[src/hdl/brf_pkg.sv]
// Shared request codes, register indexes and sequencer state type for the byte ring FIFO.
package brf_pkg;

  // Request selector codes
  localparam logic [2:0] REQ_WRITE = 3'd0;
  localparam logic [2:0] REQ_READ  = 3'd1;
  localparam logic [2:0] REQ_PEEK  = 3'd2;
  localparam logic [2:0] REQ_DROP  = 3'd3;
  localparam logic [2:0] REQ_FIND  = 3'd4;
  localparam logic [2:0] REQ_CLEAR = 3'd5;

  // Configuration register indexes (taken from paddr[2])
  localparam logic REG_PATTERN = 1'b0;
  localparam logic REG_LEN     = 1'b1;

  // Largest header length the search logic handles
  localparam int HDR_LIMIT = 4;

  typedef enum logic [3:0] {
    ST_IDLE = 4'b0001,
    ST_RESP = 4'b0010,
    ST_RDW  = 4'b0100,
    ST_FIND = 4'b1000
  } brf_state_t;

endpackage

[src/hdl/byte_ring_fifo_peek_find.sv]
// Byte ring FIFO with burst read, peek, drop, clear and frame-header search.
//
//   channel  | handshake                      | payload
//   ---------+--------------------------------+-----------------------------------------
//   in       | in_valid / in_ready            | in_req_type, in_data_byte, in_amount
//   out      | out_valid / out_ready          | out_data_out, out_valid_res, out_position,
//            |                                | out_fill_level, out_drop_total, out_last
//   cfg      | psel, penable, pwrite, pready  | paddr, pwdata, prdata
//
// Write, drop, clear, peek and unused codes are accepted, then load the result register.
// A read of n bytes returns one byte per cycle from the single memory read port while the
// result register is free to take it. A find walks the held bytes through that same port,
// one byte per cycle.
// Reset clears pointers, drop counter and header registers; the byte store itself is not
// cleared and needs no clearing pass. A result waits in the output register while the next
// request is accepted; a stalled output holds the sequencer at its next result.
module byte_ring_fifo_peek_find #(
  parameter int DEPTH      = 256,
  parameter int MAX_BURST  = 16,
  parameter int MAX_HEADER = 4
) (
  input  logic        clk,
  input  logic        rst_n,
  // request channel
  input  logic        in_valid,
  output logic        in_ready,
  input  logic [2:0]  in_req_type,
  input  logic [7:0]  in_data_byte,
  input  logic [7:0]  in_amount,
  // result channel
  output logic        out_valid,
  input  logic        out_ready,
  output logic [7:0]  out_data_out,
  output logic        out_valid_res,
  output logic [7:0]  out_position,
  output logic [7:0]  out_fill_level,
  output logic [15:0] out_drop_total,
  output logic        out_last,
  // configuration port
  input  logic        psel,
  input  logic        penable,
  input  logic        pwrite,
  input  logic [2:0]  paddr,
  input  logic [31:0] pwdata,
  output logic [31:0] prdata,
  output logic        pready
);

  localparam int PW = $clog2(DEPTH);
  // wide enough for amount, held count and pointer + offset before wrap
  localparam int CW = ((PW > 8) ? PW : 8) + 2;
  localparam int BW = $clog2(MAX_BURST + 1);
  localparam int HW = (MAX_HEADER < brf_pkg::HDR_LIMIT) ? MAX_HEADER : brf_pkg::HDR_LIMIT;
  localparam logic [CW-1:0] DEPTH_C = CW'(DEPTH);
  localparam logic [CW-1:0] BURST_C = CW'(MAX_BURST);
  localparam logic [CW-1:0] MAXH_C  = CW'(MAX_HEADER);

  // byte store
  logic [7:0] store_mem [DEPTH];
  logic [7:0] rdata_r;
  logic          rd_en, wr_en;
  logic [PW-1:0] rd_addr;

  // control state
  brf_pkg::brf_state_t state_r, state_nxt;
  logic [PW-1:0] wp_r, wp_nxt, rp_r, rp_nxt;
  logic [15:0]   drop_r, drop_nxt;
  logic [31:0]   pat_r, pat_nxt;
  logic [2:0]    hlen_r, hlen_nxt;
  logic          res_valid_r, res_valid_nxt;
  logic [7:0]    res_pos_r, res_pos_nxt;
  logic [7:0]    fill_r, fill_nxt;
  logic [BW-1:0] cnt_r, cnt_nxt;
  logic          pop_r, pop_nxt;
  // search walker
  logic [PW-1:0] fa_r, fa_nxt, frem_r, frem_nxt, fk_r, fk_nxt;
  logic          fvld_r, fvld_nxt;
  logic [7:0]    win_r [HW];
  logic [7:0]    win_nxt [HW];
  logic [7:0]    nwin [HW];
  // result register
  logic          out_valid_r, out_valid_nxt;
  logic [7:0]    out_data_r, out_data_nxt;
  logic          out_vres_r, out_vres_nxt;
  logic [7:0]    out_pos_r, out_pos_nxt;
  logic [7:0]    out_fill_r, out_fill_nxt;
  logic [15:0]   out_drop_r, out_drop_nxt;
  logic          out_last_r, out_last_nxt;

  logic          accept, slot_free, cfg_we, full, peek_ok, hlen_bad;
  logic          fmatch, fhit;
  logic [CW-1:0] held_w, amt_w, want_w, nrd_w, ndrop_w, fill_rd_w, fpos_w;
  logic [PW-1:0] fk_new;

  function automatic logic [PW-1:0] ptr_inc(input logic [PW-1:0] p);
    ptr_inc = (p == PW'(DEPTH - 1)) ? '0 : p + 1'b1;
  endfunction

  // advance by an offset known to stay below DEPTH
  function automatic logic [PW-1:0] ptr_add(input logic [PW-1:0] p, input logic [CW-1:0] n);
    logic [CW-1:0] s;
    s = CW'(p) + n;
    if (s >= DEPTH_C) begin
      s = s - DEPTH_C;
    end
    ptr_add = s[PW-1:0];
  endfunction

  assign in_ready  = (state_r == brf_pkg::ST_IDLE);
  assign accept    = in_valid && in_ready;
  assign slot_free = !out_valid_r || out_ready;
  assign pready    = 1'b1;
  assign cfg_we    = psel && penable && pwrite;
  assign prdata    = (paddr[2] == brf_pkg::REG_LEN) ? {29'd0, hlen_r} : pat_r;

  // occupancy and request sizing
  assign held_w    = (wp_r >= rp_r) ? (CW'(wp_r) - CW'(rp_r))
                                    : (CW'(wp_r) + DEPTH_C - CW'(rp_r));
  assign full      = (ptr_inc(wp_r) == rp_r);
  assign amt_w     = CW'(in_amount);
  assign want_w    = (amt_w < BURST_C) ? amt_w : BURST_C;
  assign nrd_w     = (want_w < held_w) ? want_w : held_w;
  assign ndrop_w   = (amt_w < held_w) ? amt_w : held_w;
  assign fill_rd_w = held_w - nrd_w;
  assign peek_ok   = (amt_w < held_w);
  assign hlen_bad  = (hlen_r == 3'd0) || (CW'(hlen_r) > CW'(brf_pkg::HDR_LIMIT)) ||
                     (CW'(hlen_r) > MAXH_C) || (CW'(hlen_r) > held_w);

  // header match on the window including the byte just read
  always_comb begin
    nwin[0] = rdata_r;
    for (int m = 1; m < HW; m++) begin
      nwin[m] = win_r[m-1];
    end
    fmatch = 1'b1;
    for (int j = 0; j < HW; j++) begin
      for (int m = 0; m < HW; m++) begin
        if ((j < int'(hlen_r)) && (m + j + 1 == int'(hlen_r)) &&
            (nwin[m] != pat_r[8*j +: 8])) begin
          fmatch = 1'b0;
        end
      end
    end
  end

  assign fk_new = fk_r + 1'b1;
  assign fhit   = fvld_r && fmatch && (CW'(fk_new) >= CW'(hlen_r));
  assign fpos_w = CW'(fk_new) - CW'(hlen_r);

  // sequencer
  always_comb begin
    state_nxt     = state_r;
    wp_nxt        = wp_r;
    rp_nxt        = rp_r;
    drop_nxt      = drop_r;
    pat_nxt       = pat_r;
    hlen_nxt      = hlen_r;
    res_valid_nxt = res_valid_r;
    res_pos_nxt   = res_pos_r;
    fill_nxt      = fill_r;
    cnt_nxt       = cnt_r;
    pop_nxt       = pop_r;
    fa_nxt        = fa_r;
    frem_nxt      = frem_r;
    fk_nxt        = fk_r;
    fvld_nxt      = 1'b0;
    win_nxt       = win_r;
    rd_en         = 1'b0;
    rd_addr       = rp_r;
    wr_en         = 1'b0;
    out_valid_nxt = out_valid_r && !out_ready;
    out_data_nxt  = out_data_r;
    out_vres_nxt  = out_vres_r;
    out_pos_nxt   = out_pos_r;
    out_fill_nxt  = out_fill_r;
    out_drop_nxt  = out_drop_r;
    out_last_nxt  = out_last_r;

    if (cfg_we) begin
      if (paddr[2] == brf_pkg::REG_LEN) begin
        hlen_nxt = pwdata[2:0];
      end else begin
        pat_nxt = pwdata;
      end
    end

    unique case (state_r)
      brf_pkg::ST_IDLE: begin
        if (accept) begin
          res_valid_nxt = 1'b0;
          res_pos_nxt   = 8'd0;
          state_nxt     = brf_pkg::ST_RESP;
          unique case (in_req_type)
            brf_pkg::REQ_WRITE: begin
              if (full) begin
                if (drop_r != 16'hFFFF) begin
                  drop_nxt = drop_r + 1'b1;
                end
              end else begin
                wr_en  = 1'b1;
                wp_nxt = ptr_inc(wp_r);
              end
            end
            brf_pkg::REQ_READ: begin
              if (nrd_w != '0) begin
                // issue the first pop now
                rd_en     = 1'b1;
                rd_addr   = rp_r;
                rp_nxt    = ptr_inc(rp_r);
                cnt_nxt   = nrd_w[BW-1:0];
                pop_nxt   = 1'b1;
                fill_nxt  = fill_rd_w[7:0];
                state_nxt = brf_pkg::ST_RDW;
              end
            end
            brf_pkg::REQ_PEEK: begin
              if (peek_ok) begin
                rd_en     = 1'b1;
                rd_addr   = ptr_add(rp_r, amt_w);
                cnt_nxt   = BW'(1);
                pop_nxt   = 1'b0;
                fill_nxt  = held_w[7:0];
                state_nxt = brf_pkg::ST_RDW;
              end
            end
            brf_pkg::REQ_DROP: begin
              rp_nxt = ptr_add(rp_r, ndrop_w);
            end
            brf_pkg::REQ_FIND: begin
              if (!hlen_bad) begin
                fa_nxt    = rp_r;
                frem_nxt  = held_w[PW-1:0];
                fk_nxt    = '0;
                state_nxt = brf_pkg::ST_FIND;
              end
            end
            brf_pkg::REQ_CLEAR: begin
              wp_nxt   = '0;
              rp_nxt   = '0;
              drop_nxt = 16'd0;
            end
            default: begin
            end
          endcase
        end
      end

      brf_pkg::ST_FIND: begin
        if (fvld_r) begin
          win_nxt = nwin;
          fk_nxt  = fk_new;
        end
        if (fhit) begin
          res_valid_nxt = 1'b1;
          res_pos_nxt   = fpos_w[7:0];
          state_nxt     = brf_pkg::ST_RESP;
        end else if (frem_r != '0) begin
          // fetch the next held byte
          rd_en    = 1'b1;
          rd_addr  = fa_r;
          fa_nxt   = ptr_inc(fa_r);
          frem_nxt = frem_r - 1'b1;
          fvld_nxt = 1'b1;
        end else if (!fvld_r) begin
          state_nxt = brf_pkg::ST_RESP;
        end
      end

      brf_pkg::ST_RDW: begin
        if (slot_free) begin
          out_valid_nxt = 1'b1;
          out_data_nxt  = rdata_r;
          out_vres_nxt  = 1'b1;
          out_pos_nxt   = 8'd0;
          out_fill_nxt  = fill_r;
          out_drop_nxt  = drop_r;
          out_last_nxt  = (cnt_r == BW'(1));
          if (pop_r && (cnt_r != BW'(1))) begin
            rd_en   = 1'b1;
            rd_addr = rp_r;
            rp_nxt  = ptr_inc(rp_r);
            cnt_nxt = cnt_r - 1'b1;
          end else begin
            state_nxt = brf_pkg::ST_IDLE;
          end
        end
      end

      brf_pkg::ST_RESP: begin
        if (slot_free) begin
          out_valid_nxt = 1'b1;
          out_data_nxt  = 8'd0;
          out_vres_nxt  = res_valid_r;
          out_pos_nxt   = res_pos_r;
          out_fill_nxt  = held_w[7:0];
          out_drop_nxt  = drop_r;
          out_last_nxt  = 1'b1;
          state_nxt     = brf_pkg::ST_IDLE;
        end
      end

      default: begin
        state_nxt = brf_pkg::ST_IDLE;
      end
    endcase
  end

  // byte store: one write port, one registered read port
  always_ff @(posedge clk) begin
    if (wr_en) begin
      store_mem[wp_r] <= in_data_byte;
    end
    if (rd_en) begin
      rdata_r <= store_mem[rd_addr];
    end
  end

  // control registers
  always_ff @(posedge clk) begin
    if (!rst_n) begin
      state_r     <= brf_pkg::ST_IDLE;
      wp_r        <= '0;
      rp_r        <= '0;
      drop_r      <= 16'd0;
      pat_r       <= 32'd0;
      hlen_r      <= 3'd0;
      fvld_r      <= 1'b0;
      out_valid_r <= 1'b0;
    end else begin
      state_r     <= state_nxt;
      wp_r        <= wp_nxt;
      rp_r        <= rp_nxt;
      drop_r      <= drop_nxt;
      pat_r       <= pat_nxt;
      hlen_r      <= hlen_nxt;
      fvld_r      <= fvld_nxt;
      out_valid_r <= out_valid_nxt;
    end
  end

  // payload registers
  always_ff @(posedge clk) begin
    res_valid_r <= res_valid_nxt;
    res_pos_r   <= res_pos_nxt;
    fill_r      <= fill_nxt;
    cnt_r       <= cnt_nxt;
    pop_r       <= pop_nxt;
    fa_r        <= fa_nxt;
    frem_r      <= frem_nxt;
    fk_r        <= fk_nxt;
    win_r       <= win_nxt;
    out_data_r  <= out_data_nxt;
    out_vres_r  <= out_vres_nxt;
    out_pos_r   <= out_pos_nxt;
    out_fill_r  <= out_fill_nxt;
    out_drop_r  <= out_drop_nxt;
    out_last_r  <= out_last_nxt;
  end

  assign out_valid      = out_valid_r;
  assign out_data_out   = out_data_r;
  assign out_valid_res  = out_vres_r;
  assign out_position   = out_pos_r;
  assign out_fill_level = out_fill_r;
  assign out_drop_total = out_drop_r;
  assign out_last       = out_last_r;

endmodule

[config.mk]
export PLATFORM = sky130hd
export DESIGN_NAME = byte_ring_fifo_peek_find
export DESIGN_NICKNAME = d
export VERILOG_FILES = /design/src/hdl/brf_pkg.sv /design/src/hdl/byte_ring_fifo_peek_find.sv
export SDC_FILE = /design/constraint.sdc
export NUM_CORES = 2
export LEC_CHECK = 0
export BUFFER_PORTS_ARGS = -buffer_cell sky130_fd_sc_hd__buf_2
export CAP_MARGIN = 20
export CORE_MARGIN = 2
export CORE_UTILIZATION = 40
export CTS_BUF_LIST = sky130_fd_sc_hd__clkbuf_4 sky130_fd_sc_hd__clkbuf_8
export CTS_CLUSTER_SIZE = 8
export DETAILED_ROUTE_END_ITERATION = 10
export GPL_TIMING_DRIVEN = 1
export PLACE_DENSITY = 0.51
export SYNTH_ARGS = -nofsm -noshare
export SYNTH_HDL_FRONTEND = slang
export SYNTH_SLANG_ARGS = --single-unit
[constraint.sdc]
create_clock -name clk -period 6.46 [get_ports clk]
set_clock_uncertainty 0.1 [all_clocks]
set_input_delay 0.323 -clock clk [delete_from_list [all_inputs] [get_ports clk]]
set_output_delay 0.323 -clock clk [all_outputs]
set_load 0.02 [all_outputs]
==> out/metrics.yaml <==
timing:
  timing_hold_violations_final: 0
  setup_viol: 0
  final_period_minus_worst_setup_slack_ns: 6.32
  timing.slew.headroom: 0.177
  rsz0062_at_grt: "true"
  max_slew.worst_pin.slew_ns: 1.23
  max_clock_freq_mhz: 158
  report.final.slew_viol_count: 0
  share_of_the_cycle_needed_by_the_critical_path_after_routing: 0.978
min_path:
  worst_hold_path_type: "primary input to flip-flop"
  timing.hold.worst_endpoint: "cnt_r[2]$_DFFE_PP_"
  min_from: "in_amount[2]"
  worstHoldPathCells: 4
yosys:
  yosys.area.top_type: "edfxtp_1"
  yosys_most_used_dff: "edfxtp_1"
  mappedNetlistArea_um2: 92700
  synth.top_cells.by_area: "edfxtp_1 70%, mux4_2 7.5%, nand2_1 3.6%, nand3_1 1.6%, dfxtp_1 1.6%"
  synth_enable_flop_cells: 2169
  yosysWarningCount: 0
  syn-instance-count: 5976
  synth_seq_area_share: 0.719
  synth.most_common_cell: "edfxtp_1"
  ys_types: 98
  avg_cell_area_syn_um2: 15.5
  synth.cells.most_frequent: "2169 x edfxtp_1, 896 x nand2_1, 385 x nor2_1"
  synth_top_area_frac: 0.703
  async_flop_share: 0
  ys_ff_latch: 2242
worst_setup_path:
  regToRegSetupSlack_ns: 0.14
  endpoint_type_of_the_worst_setup_path: "flip-flop"
  crit_fanout: 12
  worstSetupPathType: "flip-flop to flip-flop"
  cp_data_required_time_ns: 7.18
  r2r_end: "rdata_r[2]$_DFFE_PP_"
  cp_launch_type: "flip-flop"
  timing.critical_path.arrival_ns: 7.04
  reg2regPathDepth: 19
  reg2reg_from: "rdata_r[0]$_DFFE_PP_"
placement:
  dp_hpwl_mm: 207
  gp_routability_congestion: 0.905
  dpl.cell_count: 9613
  port-buffer-count: 134
  place_area_um2: 103000
floorplan:
  floorplan.die_area_um2: 236000
  core_area_um2: 230000
  std_cell_rows: 176
  die-height_um: 485
  start_util: 0.403
  number_of_ports_placed_on_the_die_boundary: 138
  die_w_um: 485
layout:
  area.sequential_um2: 66600
  drive_above_1_share: 0.275
  finalInstanceArea_um2: 112000
  fill_cells: 19700
  synthToLayoutAreaGrowth_pct: 20.9
  finish.cell_count_without_fillers: 10400
  multiInputGateArea_um2: 24300
  nNetsFinal: 7275
cts:
  htree_num_levels: 5
  ctsLongestPathBuffers: 4
  worst_setup_hold_path_clk_slew_ns: 0.06
  cts_tree: "built"
  worst_skew_pair.late_latency_ns: 1.09
  clock_sinks: 2242
  cts_made_buffers: 391
  clock_root_buffer: "clkbuf_8"
global_route:
  grt_first_pass_wirelength_mm: 440
  antenna_found_initial: 7
  grt_usage: 0.262
  grt_start_max_net_pins: 189
  grt.overflow.total: 0
  grt_pass1_vias: 58400
flow_run:
  max_cap_viol_count: 0
route:
  drc: 0
  detailroute.via_count: 59400
  drt_iter0_drc: 6673
  avgRoutedWirePerCell_um: 30.0
  drtPass1Iterations: 8
  via_per_inst: 5.69
  wirelength_mm: 313
  final_antenna_net_count: 0
power:
  power.static_leakage_uw: 0.0385
  power_density_nw_per_um2: 308
  peakVddDrop_v: 0.000170
run_status:
  outcome: "finished, final reports clean"
-- where the power goes --
part           switching, uW  internal (uW)  leakage, uW
clock network           5740           6560      0.00379
registers               51.6          16000       0.0201
logic                   3750           2340       0.0146
-- flip-flops by register name (all words and copies together), names as in the netlist, 16 cells and up --
signal	count
nwin	24
out_drop_total	16
store_mem	2048
drop_r	16
pat_r	32
-- cell type report --
cell class | count | area share
Antenna cell | 3 | 0.0000670
Clock buffer | 545 | 0.0589
Clock inverter | 113 | 0.00475
Inverter | 57 | 0.00193
Multi-Input combinational cell | 3287 | 0.217
Sequential cell | 2242 | 0.594
Tap cell | 3026 | 0.0338
Timing Repair Buffer | 1170 | 0.0890
-- critical path: stages (launching register included) --
cell and delay, ns:
edfxtp_1 0.76, xnor2_1 0.20, nand4_1 0.15, nor4_1 0.54, buf_4 0.21, a2111oi_0 0.09
a311oi_2 0.51, a2bb2oi_4 0.22, a31oi_1 0.23, buf_4 0.20, and2_4 0.30, buf_12 0.17
buf_16 0.15, buf_12 0.14, mux4_2 0.53, nand2_1 0.09, nand4_1 0.45, a21oi_2 0.33
nor4_1 0.08, or4_1 0.55
-- metrics by stage --
step                setup TNS [ns]  power [uW]  worst slack [ns]  hold WS, ns   util
floorplan                        0       19400             0.537        0.308      -
global placement             -1.76       22200            -0.606        0.323  0.448
detailed placement           -2.01       22200            -0.647        0.321  0.448
CTS                              0       34600           0.00259       0.0177  0.485
global route                -0.658       35600            -0.168        0.139  0.487
finish                           0       34500             0.144        0.138  0.487
-- cells by family (layout without fill, tap and decap cells) --
| group | count (synthesis) | in the layout | synth area share |
|---|---|---|---|
| DFF | 2242 | 2242 | 0.719 |
| and+or+nand+nor | 1944 | 1945 | 0.0930 |
| AOI/OAI and AO/OA | 656 | 656 | 0.0490 |
| buffers and inverters | 450 | 1885 | 0.0241 |
| muxes | 414 | 414 | 0.0866 |
| xor gates and xnor gates | 203 | 203 | 0.0192 |
| adders and majority gates | 65 | 65 | 0.00918 |
| other | 2 | 7 | 0.0000811 |
-- routing by layer --
metal  part of all wire  global-route usage
met1               0.42               0.368
met2               0.46               0.412
met3              0.081              0.0460
met4              0.035              0.0908
met5           0.000045                   0
-- layout by cell type (no fill, tap or decap), types with 67 or more instances in the layout --
cell	instances
edfxtp_1	2169
clkinv_1	81
buf_4	809
dfxtp_1	73
clkbuf_8	409
buf_2	126
a21oi_1	144
nand3_1	291
nand4_1	112
a31oi_1	67
o21ai_0	69
xnor2_1	158
nand2_1	882
dlygate4sd3_1	135
clkbuf_4	144
nor2_1	372
buf_12	81
mux4_2	310
mux2i_1	100
-- worst max-delay path by stage --
| stage | startpoint | end | cells past startpoint |
|---|---|---|---|
| after floorplan | rp_r[1]$_SDFFE_PN0P_ | rdata_r[0]$_DFFE_PP_ | 25 |
| after global placement | rp_r[1]$_SDFFE_PN0P_ | rdata_r[2]$_DFFE_PP_ | 29 |
| after detailed placement | rp_r[1]$_SDFFE_PN0P_ | rdata_r[2]$_DFFE_PP_ | 29 |
| after CTS | wp_r[0]$_SDFFE_PN0P_ | rdata_r[2]$_DFFE_PP_ | 25 |
| after global routing | wp_r[0]$_SDFFE_PN0P_ | rdata_r[2]$_DFFE_PP_ | 25 |
| final | rdata_r[0]$_DFFE_PP_ | rdata_r[2]$_DFFE_PP_ | 19 |
-- what timing repair did --
item	in CTS	in global routing
setup buffers	0	32
endpoints found under the hold margin	812	0
gates resized for setup	12	48
endpoints found under the setup margin	8	8
hold buffers	135	0
pin swaps	1	15
gates cloned	0	2
Power figures use the tool's default switching activity.
